`src/rtl/mersenne_twister_rng_assert.svh`:
```
// Assertion macros used by the generator's sequencer.
`ifndef MERSENNE_TWISTER_RNG_ASSERT_SVH
`define MERSENNE_TWISTER_RNG_ASSERT_SVH

// The consequent must hold in the same cycle as the antecedent.
`define MTR_ASSERT_SAME(label, clk, rst, cond, prop) \
   label: assert property (@(posedge clk) disable iff (rst) (cond) |-> (prop)) \
      else $error("assertion failed in generator control");

// The consequent must hold in the cycle after the antecedent.
`define MTR_ASSERT_NEXT(label, clk, rst, cond, prop) \
   label: assert property (@(posedge clk) disable iff (rst) (cond) |=> (prop)) \
      else $error("assertion failed in generator control");

`endif

```
`src/rtl/mtr_pkg.sv`:
```
package mtr_pkg;

   localparam int STATE_WORDS  = 624;
   localparam int TWIST_OFFSET = 397;
   localparam int WORD_W       = 32;
   localparam int IDX_W        = $clog2(STATE_WORDS);
   localparam int POS_W        = $clog2(STATE_WORDS + 1);
   localparam int MAX_REJECTS  = 255;
   localparam int TRY_W        = $clog2(MAX_REJECTS + 1);

   localparam logic [WORD_W-1:0] SEED_MULT    = 32'd1812433253;
   localparam logic [WORD_W-1:0] TWIST_MATRIX = 32'h9908B0DF;
   localparam logic [WORD_W-1:0] TEMPER_B     = 32'h9D2C5680;
   localparam logic [WORD_W-1:0] TEMPER_C     = 32'hEFC60000;
   localparam logic [WORD_W-1:0] HIGH_BIT     = 32'h80000000;
   localparam logic [WORD_W-1:0] LOW_BITS     = 32'h7FFFFFFF;

   localparam logic [1:0] OP_SEED  = 2'd0;
   localparam logic [1:0] OP_DRAW  = 2'd1;
   localparam logic [1:0] OP_BELOW = 2'd2;
   // Spare code: leaves the state alone and answers zero.
   localparam logic [1:0] OP_SPARE = 2'd3;

   typedef struct packed {
      logic load_req;
      logic seed_start;
      logic seed_mul;
      logic seed_write;
      logic twist_start;
      logic twist_read;
      logic twist_write;
      logic fetch;
      logic temper;
      logic clear_result;
      logic floor_start;
      logic div_start;
      logic div_use_draw;
      logic floor_capture;
      logic try_next;
      logic mod_capture;
      logic push;
   } cmd_type;

   typedef struct packed {
      logic [1:0] req_op;
      logic       req_small;
      logic       is_below;
      logic       idx_last;
      logic       pos_full;
      logic       div_busy;
      logic       div_done;
      logic       reject;
      logic       tries_max;
      logic       out_busy;
   } status_type;

endpackage

```
`src/rtl/mtr_ctrl.sv`:
```
// Sequencer for seeding, twisting, drawing and the bounded draw.
module mtr_ctrl (
   input  logic                clock,
   input  logic                reset,
   input  logic                req_valid,
   output logic                req_ready,
   input  mtr_pkg::status_type status,
   output mtr_pkg::cmd_type    cmd
);

   typedef enum logic [12:0] {
      IDLE        = 13'b0000000000001,
      SEED_MUL    = 13'b0000000000010,
      SEED_WR     = 13'b0000000000100,
      DRAW_START  = 13'b0000000001000,
      TW_PRIME    = 13'b0000000010000,
      TW_READ     = 13'b0000000100000,
      TW_WRITE    = 13'b0000001000000,
      FETCH       = 13'b0000010000000,
      TEMPER      = 13'b0000100000000,
      CHECK       = 13'b0001000000000,
      FLOOR_START = 13'b0010000000000,
      DIV_WAIT    = 13'b0100000000000,
      REPLY       = 13'b1000000000000
   } state_type;

   state_type state_ff, state_in;
   logic      mod_phase_ff, mod_phase_in;

   always_comb begin
      state_in     = state_ff;
      mod_phase_in = mod_phase_ff;
      cmd          = '0;
      req_ready    = state_ff == IDLE;
      case (state_ff)
         IDLE: begin
            if (req_valid) begin
               cmd.load_req = 1'b1;
               case (status.req_op)
                  mtr_pkg::OP_SEED: begin
                     state_in = SEED_MUL;
                  end
                  mtr_pkg::OP_DRAW: begin
                     state_in = DRAW_START;
                  end
                  mtr_pkg::OP_BELOW: begin
                     state_in = status.req_small ? REPLY : FLOOR_START;
                  end
                  default: begin
                     state_in = REPLY;
                  end
               endcase
               cmd.clear_result = 1'b1;
            end
         end
         // The first word is written here and latched for the multiplier, which works on it in SEED_WR.
         SEED_MUL: begin
            cmd.seed_start = 1'b1;
            state_in       = SEED_WR;
            mod_phase_in   = 1'b0;
         end
         SEED_WR: begin
            if (!mod_phase_ff) begin
               cmd.seed_mul = 1'b1;
               mod_phase_in = 1'b1;
            end else begin
               cmd.seed_write = 1'b1;
               mod_phase_in   = 1'b0;
               if (status.idx_last) begin
                  state_in = REPLY;
               end
            end
         end
         DRAW_START: begin
            state_in = status.pos_full ? TW_PRIME : FETCH;
         end
         TW_PRIME: begin
            cmd.twist_start = 1'b1;
            state_in        = TW_READ;
         end
         TW_READ: begin
            cmd.twist_read = 1'b1;
            state_in       = TW_WRITE;
         end
         TW_WRITE: begin
            cmd.twist_write = 1'b1;
            state_in        = status.idx_last ? FETCH : TW_READ;
         end
         FETCH: begin
            cmd.fetch = 1'b1;
            state_in  = TEMPER;
         end
         TEMPER: begin
            cmd.temper = 1'b1;
            state_in   = status.is_below ? CHECK : REPLY;
         end
         CHECK: begin
            if (status.reject && !status.tries_max) begin
               cmd.try_next = 1'b1;
               state_in     = DRAW_START;
            end else begin
               cmd.div_start    = 1'b1;
               cmd.div_use_draw = 1'b1;
               mod_phase_in     = 1'b1;
               state_in         = DIV_WAIT;
            end
         end
         FLOOR_START: begin
            cmd.floor_start = 1'b1;
            cmd.div_start   = 1'b1;
            mod_phase_in    = 1'b0;
            state_in        = DIV_WAIT;
         end
         DIV_WAIT: begin
            if (status.div_done) begin
               if (mod_phase_ff) begin
                  cmd.mod_capture = 1'b1;
                  state_in        = REPLY;
               end else begin
                  cmd.floor_capture = 1'b1;
                  state_in          = DRAW_START;
               end
            end
         end
         REPLY: begin
            if (!status.out_busy) begin
               cmd.push = 1'b1;
               state_in = IDLE;
            end
         end
         default: begin
            state_in = IDLE;
         end
      endcase
   end

   always_ff @(posedge clock) begin
      if (reset) begin
         state_ff     <= IDLE;
         mod_phase_ff <= 1'b0;
      end else begin
         state_ff     <= state_in;
         mod_phase_ff <= mod_phase_in;
      end
   end

`include "mersenne_twister_rng_assert.svh"

   `MTR_ASSERT_NEXT(a_div_started, clock, reset, cmd.div_start, status.div_busy)
   `MTR_ASSERT_SAME(a_fetch_in_range, clock, reset, state_ff == FETCH, !status.pos_full)
   `MTR_ASSERT_NEXT(a_twist_ends, clock, reset, cmd.twist_write && status.idx_last, state_ff == FETCH)
   `MTR_ASSERT_NEXT(a_reply_leaves, clock, reset, cmd.push, state_ff == IDLE)

endmodule

```
`config.mk`:
```
export PLATFORM = sky130hd
export DESIGN_NAME = mtr_ctrl
export DESIGN_NICKNAME = d
export VERILOG_FILES = /design/src/rtl/mtr_pkg.sv /design/src/rtl/mtr_ctrl.sv
export VERILOG_INCLUDE_DIRS = /design/src /design/src/rtl
export SDC_FILE = /design/constraint.sdc
export NUM_CORES = 1
export LEC_CHECK = 0
export ABC_AREA = 1
export BUFFER_PORTS_ARGS = -buffer_cell sky130_fd_sc_hd__buf_2
export CAP_MARGIN = 20
export CORE_MARGIN = 2
export CORE_UTILIZATION = 31
export CTS_BUF_LIST = sky130_fd_sc_hd__clkbuf_16
export DETAILED_ROUTE_END_ITERATION = 16
export PLACE_DENSITY_LB_ADDON = 0.12
export RECOVER_POWER = 25
export SYNTH_ARGS = -nofsm -noshare
export SYNTH_HDL_FRONTEND = slang
export SYNTH_SLANG_ARGS = --single-unit
export TNS_END_PERCENT = 100
```
`constraint.sdc`:
```
create_clock -name clock -period 1.6 [get_ports clock]
set_input_delay 0.24 -clock clock [delete_from_list [all_inputs] [get_ports clock]]
set_output_delay 0.24 -clock clock [all_outputs]
set_load 0.01 [all_outputs]
```
Word level (Yosys, flattened, before mapping):

Cells that the tools add are included.
W data, S select, Z words.

* register bits: 14
* bits of input ports: 14
* output and inout port bits: 18

* eq/ne operators: 21
* multiplexer cells: 38
* reductions and logical operators: 7

Operators by type and width (count)
* $pmux W13 S13: 1
* $mux W13: 8
* $pmux W13 S3: 1
* $mux W1: 21
* $mux W8: 2
* $eq A13 B1 Y1 const B: 1
* $eq A13 B10 Y1 const B: 1
* $eq A13 B11 Y1 const B: 1
* $eq A13 B12 Y1 const B: 1
* $eq A13 B13 Y1 const B: 1
* $eq A13 B2 Y1 const B: 1
* $eq A13 B3 Y1 const B: 1
* $eq A13 B4 Y1 const B: 1
* $eq A13 B5 Y1 const B: 1
* $eq A13 B6 Y1 const B: 1
* $eq A13 B7 Y1 const B: 1
* $eq A13 B8 Y1 const B: 1
* $eq A13 B9 Y1 const B: 1
* $mux W12: 1
* $ne A2 B2 Y1 const B: 6
* $reduce_and A5 Y1: 1
* $mux W2: 2
* $pmux W1 S3: 1
* $reduce_bool A3 Y1: 1
* 8 further kinds: 8

Logic depth before layout (Yosys ltp):

Gate-level depths: netlist of run 1.

* depth in word-level cells: 4
* mapped depth: 11

Worst setup path before layout of run 1:

No wires, ideal clock.

* path kind: reg2out
* start point: reg state_ff[10]
* end point: out cmd[16] in the netlist's numbering
* arrival time: 1160 ps
* required time: 1360 ps
* setup slack: 200 ps
* cell stages (with the launch flop): 7
* path buffers: 1
* cells stage by stage: dfxtp_1 -> nor2_2 -> nand3_2 -> nor2_4 -> nand2_2 -> nor2_1 -> buf_4

RTL lines
* from (decl): RTL line mtr_ctrl.sv:27 `state_type state_ff, state_in;`
* from (signal assigned): RTL line mtr_ctrl.sv:142 `state_ff <= state_in;`
* to (decl): RTL line mtr_ctrl.sv:8 `output mtr_pkg::cmd_type cmd`

==> results of run 1 <==
## placed cells by master (no fill, tap or decap), types with 2 or more instances in the layout
cell type and count:
nor2_1 24, nand2_4 6, o21ai_0 2, nand4_1 6, nor2_4 11, clkbuf_16 3, nand3_2 6, buf_4 20
inv_1 39, dfxtp_1 5, nand2_2 6, inv_2 6, inv_4 2, buf_2 22, buf_6 10, nor3_1 4
nor3_2 2, dfxtp_2 8, nand2_1 24, nand3_4 2, nand3_1 13, nor2_2 5, o21ai_1 3
## final timing paths
| path | cells past startpoint | end | slack [ps] |
|---|---|---|---|
| setup / recovery | 7 | cmd[2] | -70 |
| hold / removal | 3 | state_ff[9] | 260 |
| setup reg to reg | 10 | state_ff[3] | 40 |
| hold reg to reg | 2 | mod_phase_ff | 480 |
## power by group through the flow
stage	sequential [uW]	clock, uW	combinational, uW
final	442	460	1220
after global routing	450	489	1330
after CTS	428	474	1040
after detailed placement	430	0	807
after global placement	431	0	821
after floorplan	424	0	611
## cell type report
cell class | count | area (um2)
multi-input cells | 119 | 741
inverters | 47 | 181
clock buffers | 3 | 75.1
flip-flops and latches | 14 | 294
fillers | 364 | 1620
well taps | 46 | 57.6
repair buffers | 53 | 393
## metal layers
layer	up-vias	global-route usage (%)	part of all wire [%]
li1	668	-	-
met1	542	20.1	47
met2	24	26.1	49
met3	6	2.86	3.5
met4	0	3.53	0.97
met5	-	0	0
## worst max-delay path: stages, from the launching register on
cell and delay, ps:
dfxtp_2 320, nor2_2 140, nand2_4 80, nor2_4 180, buf_12 140, nand4_1 130, inv_1 80, buf_2 120
## flip-flops by register name (all words and copies together), names as in the netlist
register,flops
mod_phase_ff,1
state_ff,13
## repair_timing
action,4_1_cts,5_1_grt
hold buffers,0,0
pin swaps,12,17
setup endpoints to repair,16,30
gates resized for setup,23,37
buffers inserted,16,4
## logic make-up after synthesis
| kind of cell | count (synthesis) |
|---|---|
| simple gates | 110 |
| flops | 14 |
| compound gates | 9 |
| buf+inv | 49 |
## stage by stage
stage / utilization, % / cell area, um2
after global placement: 38.8 / 1310
after detailed placement: 38.8 / 1310
after CTS: 47.2 / 1590
after floorplan: - / 1090
final: 51.8 / 1740
after global routing: 51.8 / 1740
==> impl_metrics.py, run 1 <==
metrics = {
    "power_and_ir_drop": {
        "switching_share_pct": 39.1,
        "intPower_uw": 1300,
        "switchingPower_uw": 831,
        "p_clk_share_pct": 21.6,
        "p_seq_share_pct": 20.8,
        "p_per_area_mw_per_mm2": 1220,
        "report.power.total_uw": 2130,
        "combPwrFrac_pct": 57.6,
        "leakage_uw": 0.00100,
        "ir_worst_vdd_v": 0.000840,
    },
    "cells_and_area": {
        "instances_no_fill": 282,
        "finalNetCount": 252,
        "drive_above_1_share_pct": 47.9,
        "antennaDiodeCount": 0,
        "area_growth_pct": 59.3,
    },
    "sta": {
        "rsz0062_at_grt": "yes",
        "hold_viol": 0,
        "worst_hold_slack_ps": 258,
        "slew_headroom_pct": 83.0,
        "fmax_mhz": 600,
        "period_share_pct": 104,
        "setup_viol": 13,
        "final_max_slew_viol_count": 0,
        "finalCriticalPeriod_ps": 1670,
        "tightestPinTransition_ps": 254,
        "finClkSkew_ps": 1.43,
        "timing.final.ws_setup_ps": -67.8,
        "finalSetupTns_ps": -401,
    },
    "placed_design": {
        "hpwl_mm": 2.21,
        "dp_slack_ps": 14.9,
        "portBuffers": 30,
        "place.gp.congestion": 0.834,
        "dpl.cell_count": 259,
    },
    "synth": {
        "yosys_warnings": 0,
        "synth_top_area_cell": "dfxtp_1",
        "synth_seq_cells": 14,
        "synth.most_common_cell": "inv_1",
        "ys_top_cells_by_area": "dfxtp_1 (26%), inv_1 (15%), nand2_1 (11%)",
        "avgSynthCellArea_um2": 6.01,
        "ys.flop_type": "dfxtp_1",
        "synth_compound_area_share_pct": 4.35,
        "synth-edff-count": 0,
        "synthMuxAreaShare_pct": 0,
        "synth_simple_gate_area_share_pct": 52.2,
        "synth_top_family_by_area": "simple AND/OR/NAND/NOR gates",
        "synth_top_area_share_pct": 25.6,
        "ys_types": 23,
        "syn_area_mm2": 0.00109,
        "synth-xor-area-share_pct": 0,
        "ys_seq_area_share_pct": 25.6,
        "syn_inst": 182,
        "synthTopCellsByCount": "inv_1 (44), nand2_1 (31), nor2_1 (30)",
        "async_reset_ff_share_pct": 0,
        "synth_fp_nets": 196,
        "synth_fa_ha_area_share_pct": 0,
    },
    "setup_path": {
        "reg2reg_from": "state_ff[7]",
        "cp-end-kind": "output pin",
        "required_ps": 1360,
        "start_kind": "flip-flop",
        "crit_type": "reg2out",
        "cp_max_fo": 5,
        "cp-startpoint": "state_ff[7]",
        "crit_arrival_ps": 1430,
    },
    "clock_network": {
        "insertion_delay_ps": 240,
        "cts.clk_slew.worst_paths_ps": 50,
        "htree_levels": 1,
        "cts_root_buf": "clkbuf_16",
        "cts_buffer_depth": 2,
        "clock_sink_count": 14,
        "cts_tree": "done",
        "numCtsBuffers": 3,
    },
    "detailed_routing": {
        "first_pass_iters": 4,
        "avgViaCountPerCell": 4.40,
        "ant_nets": 0,
        "wirelength_mm": 3.00,
        "wl_per_cell_um": 10.6,
        "route.detailed.drc": 0,
        "drtIter0Drc": 36,
        "vias": 1240,
    },
    "die": {
        "rows": 21,
        "fp.dieArea_mm2": 0.00402,
        "ioPinCount": 32,
        "die_w_um": 63.4,
        "start_util_pct": 32.5,
        "coreArea_mm2": 0.00336,
        "die_h_um": 63.4,
    },
    "min_path": {
        "min-delay-start": "status[7]",
        "hp-class": "in2reg",
    },
    "grt": {
        "gr-total-overflow": 0,
        "grt_pass1_vias": 1171,
        "grt_pass1_wl_mm": 4.96,
        "antenna_found_initial": 0,
        "grt_usage_pct": 15.4,
        "grt_max_degree": 8,
    },
    "outcome": {
        "violations": "setup timing",
        "status": "finished with violations",
    },
    "flow_run": {
        "maxCapViolCount": 0,
    },
}
No activity file was read; power rests on OpenSTA's default activity.
==> run 2: changes to the inputs <==
--- a/config.mk
+++ b/config.mk
@@ -6,10 +6,9 @@
 export SDC_FILE = /design/constraint.sdc
 export NUM_CORES = 1
 export LEC_CHECK = 0
-export ABC_AREA = 1
 export BUFFER_PORTS_ARGS = -buffer_cell sky130_fd_sc_hd__buf_2
 export CAP_MARGIN = 20
-export CORE_MARGIN = 2
+export CORE_MARGIN = 10
 export CORE_UTILIZATION = 31
 export CTS_BUF_LIST = sky130_fd_sc_hd__clkbuf_16
 export DETAILED_ROUTE_END_ITERATION = 16
==> impl_metrics.py, run 2 <==
metrics = {
    "cells_and_area": {
        "top_register": "state_ff",
        "finalNetCount": 247,
        "antennaDiodeCount": 0,
        "area_growth_pct": 119,
        "mostFrequentLayoutCell": "buf_4",
        "drive_above_1_share_pct": 72.0,
        "final_cell_mix": "buf_4 (54), buf_2 (24), buf_6 (24)",
        "final_design_area_no_fill_mm2": 0.00229,
        "largest_reg_flops": 13,
        "fin_util_pct": 69.2,
        "largestRegisters": "state_ff: 13 flops, mod_phase_ff: 1 flops",
    },
    "synth": {
        "synth_top_area_cell": "dfxtp_1",
        "async_reset_ff_share_pct": 0,
        "yosys_warnings": 0,
        "ys_seq_area_share_pct": 26.8,
        "ys_types": 46,
        "syn_inst": 127,
        "synth_top_area_share_pct": 26.8,
        "synth_fp_nets": 141,
        "synthTopCellsByCount": "dfxtp_1 (14), nor2_1 (14), inv_1 (10)",
        "ys.flop_type": "dfxtp_1",
        "synth-edff-count": 0,
        "avgSynthCellArea_um2": 8.25,
        "synth_seq_cells": 14,
        "syn_area_mm2": 0.00105,
        "ys_top_cells_by_area": "dfxtp_1 (27%), nor2_1 (5.0%), and4b_1 (4.8%)",
    },
    "grt": {
        "grt_pass1_vias": 1542,
        "gr-total-overflow": 0,
        "grt_pass1_wl_mm": 7.49,
        "antenna_found_initial": 0,
        "grt_max_degree": 12,
        "grt_usage_pct": 14.7,
    },
    "setup_path": {
        "start_kind": "flip-flop",
        "cp_max_fo": 3,
        "cp-end-kind": "output pin",
        "required_ps": 1360,
        "crit_arrival_ps": 1820,
        "crit_type": "reg2out",
    },
    "die": {
        "rows": 21,
        "coreArea_mm2": 0.00331,
        "ioPinCount": 32,
        "die_h_um": 78.1,
        "die_w_um": 78.1,
        "fp.dieArea_mm2": 0.00610,
        "start_util_pct": 31.6,
    },
    "clock_network": {
        "cts_tree": "done",
        "cts_hold_buf": 0,
        "insertion_delay_ps": 240,
        "cts_root_buf": "clkbuf_16",
        "numCtsBuffers": 3,
        "cts.clk_slew.worst_paths_ps": 50,
        "cts_buffer_depth": 2,
        "clock_sink_count": 14,
        "htree_levels": 1,
    },
    "placed_design": {
        "hpwl_mm": 3.06,
        "dpl_cell_area_mm2": 0.00165,
        "portBuffers": 30,
        "place.gp.congestion": 0.836,
    },
    "power_and_ir_drop": {
        "leakage_uw": 0.00104,
        "p_seq_share_pct": 23.8,
        "switchingPower_uw": 521,
        "p_clk_share_pct": 29.6,
        "combPwrFrac_pct": 46.5,
        "ir_worst_vdd_v": 0.000434,
        "intPower_uw": 1120,
        "p_per_area_mw_per_mm2": 716,
        "switching_share_pct": 31.7,
    },
    "outcome": {
        "status": "finished with violations",
        "violations": "setup timing",
    },
    "sta": {
        "tightestPinTransition_ps": 467,
        "timing.final.ws_setup_ps": -460,
        "rsz0062_at_grt": "yes",
        "slew_headroom_pct": 68.4,
        "finalSetupTns_ps": -8860,
        "fmax_mhz": 485,
        "period_share_pct": 129,
        "final_max_slew_viol_count": 0,
        "finalCriticalPeriod_ps": 2060,
        "hold_viol": 0,
        "finClkSkew_ps": 3.04,
        "setup_viol": 30,
    },
    "detailed_routing": {
        "wl_per_cell_um": 17.4,
        "ant_nets": 0,
        "avgViaCountPerCell": 5.14,
        "route.detailed.drc": 0,
        "wirelength_mm": 4.84,
        "drtIter0Drc": 72,
        "vias": 1428,
        "first_pass_iters": 4,
    },
    "flow_run": {
        "maxCapViolCount": 0,
    },
    "min_path": {
        "hp-class": "in2reg",
    },
}
## run 2: metrics by stage
| stage | hold WS [ps] | instances | power (uW) | setup slack (ps) |
|---|---|---|---|---|
| floorplan | 311 | 127 | 653 | -150 |
| global placement | 426 | 250 | 897 | -214 |
| detailed placement | 445 | 250 | 901 | -236 |
| CTS | 189 | 275 | 1550 | -471 |
| global route | 180 | 278 | 1710 | -537 |
| finish | 185 | 278 | 1640 | -460 |
## run 2: power by group through the flow
stage,combinational [uW],sequential (uW),clock (uW)
floorplan,263,390,0
global placement,501,396,0
detailed placement,504,396,0
CTS,677,390,488
global route,810,393,510
finish,763,391,486
## run 2: layout make-up
| class | count | area (um2) |
|---|---|---|
| fill | 244 | 1020 |
| sequential | 14 | 304 |
| multi-input combinational | 98 | 955 |
| inverter | 10 | 37.5 |
| clock buffer | 3 | 75.1 |
| tap | 46 | 57.6 |
| timing repair buffer | 106 | 858 |
| clock inverter | 1 | 3.75 |
## run 2: metal layers
metal | track usage (%) | part of all wire [%] | vias up
met5 | 0 | 0 | -
met4 | 3.41 | 2.3 | 0
met3 | 3.99 | 4.3 | 10
met2 | 28.1 | 54 | 30
met1 | 15.6 | 39 | 695
li1 | - | - | 693
## run 2: what timing repair did
item,4_1_cts,5_1_grt
resized for setup,55,27
buffers inserted,39,6
setup endpoints to repair,29,32
pin swaps,29,21
## run 2: kinds of logic (layout without fill, tap and decap cells)
logic type             count (synthesis)  in the layout  synth area share, %
XOR/XNOR                               4              4                 3.35
AO/OA/AOI/OAI                         22             22                 14.0
flip-flops                            14             14                 26.8
AND/OR/NAND/NOR                       72             72                 49.2
buffers and inverters                 15            120                 6.69
## run 2: final timing paths
kind                   to         start  slack [ps]  cells after the start
max               cmd[13]   state_ff[6]        -460                      7
min          state_ff[10]     status[8]         180                      2
max reg2reg   state_ff[0]  state_ff[12]        -340                      6
min reg2reg  mod_phase_ff  mod_phase_ff         710                      3
## run 2: critical path: stages, from the launching register on
cell and delay (ps):
dfxtp_2 330, buf_6 120, nor4_4 260, buf_4 170
and3_4 180, and4b_2 260, and2_4 160, buf_6 100
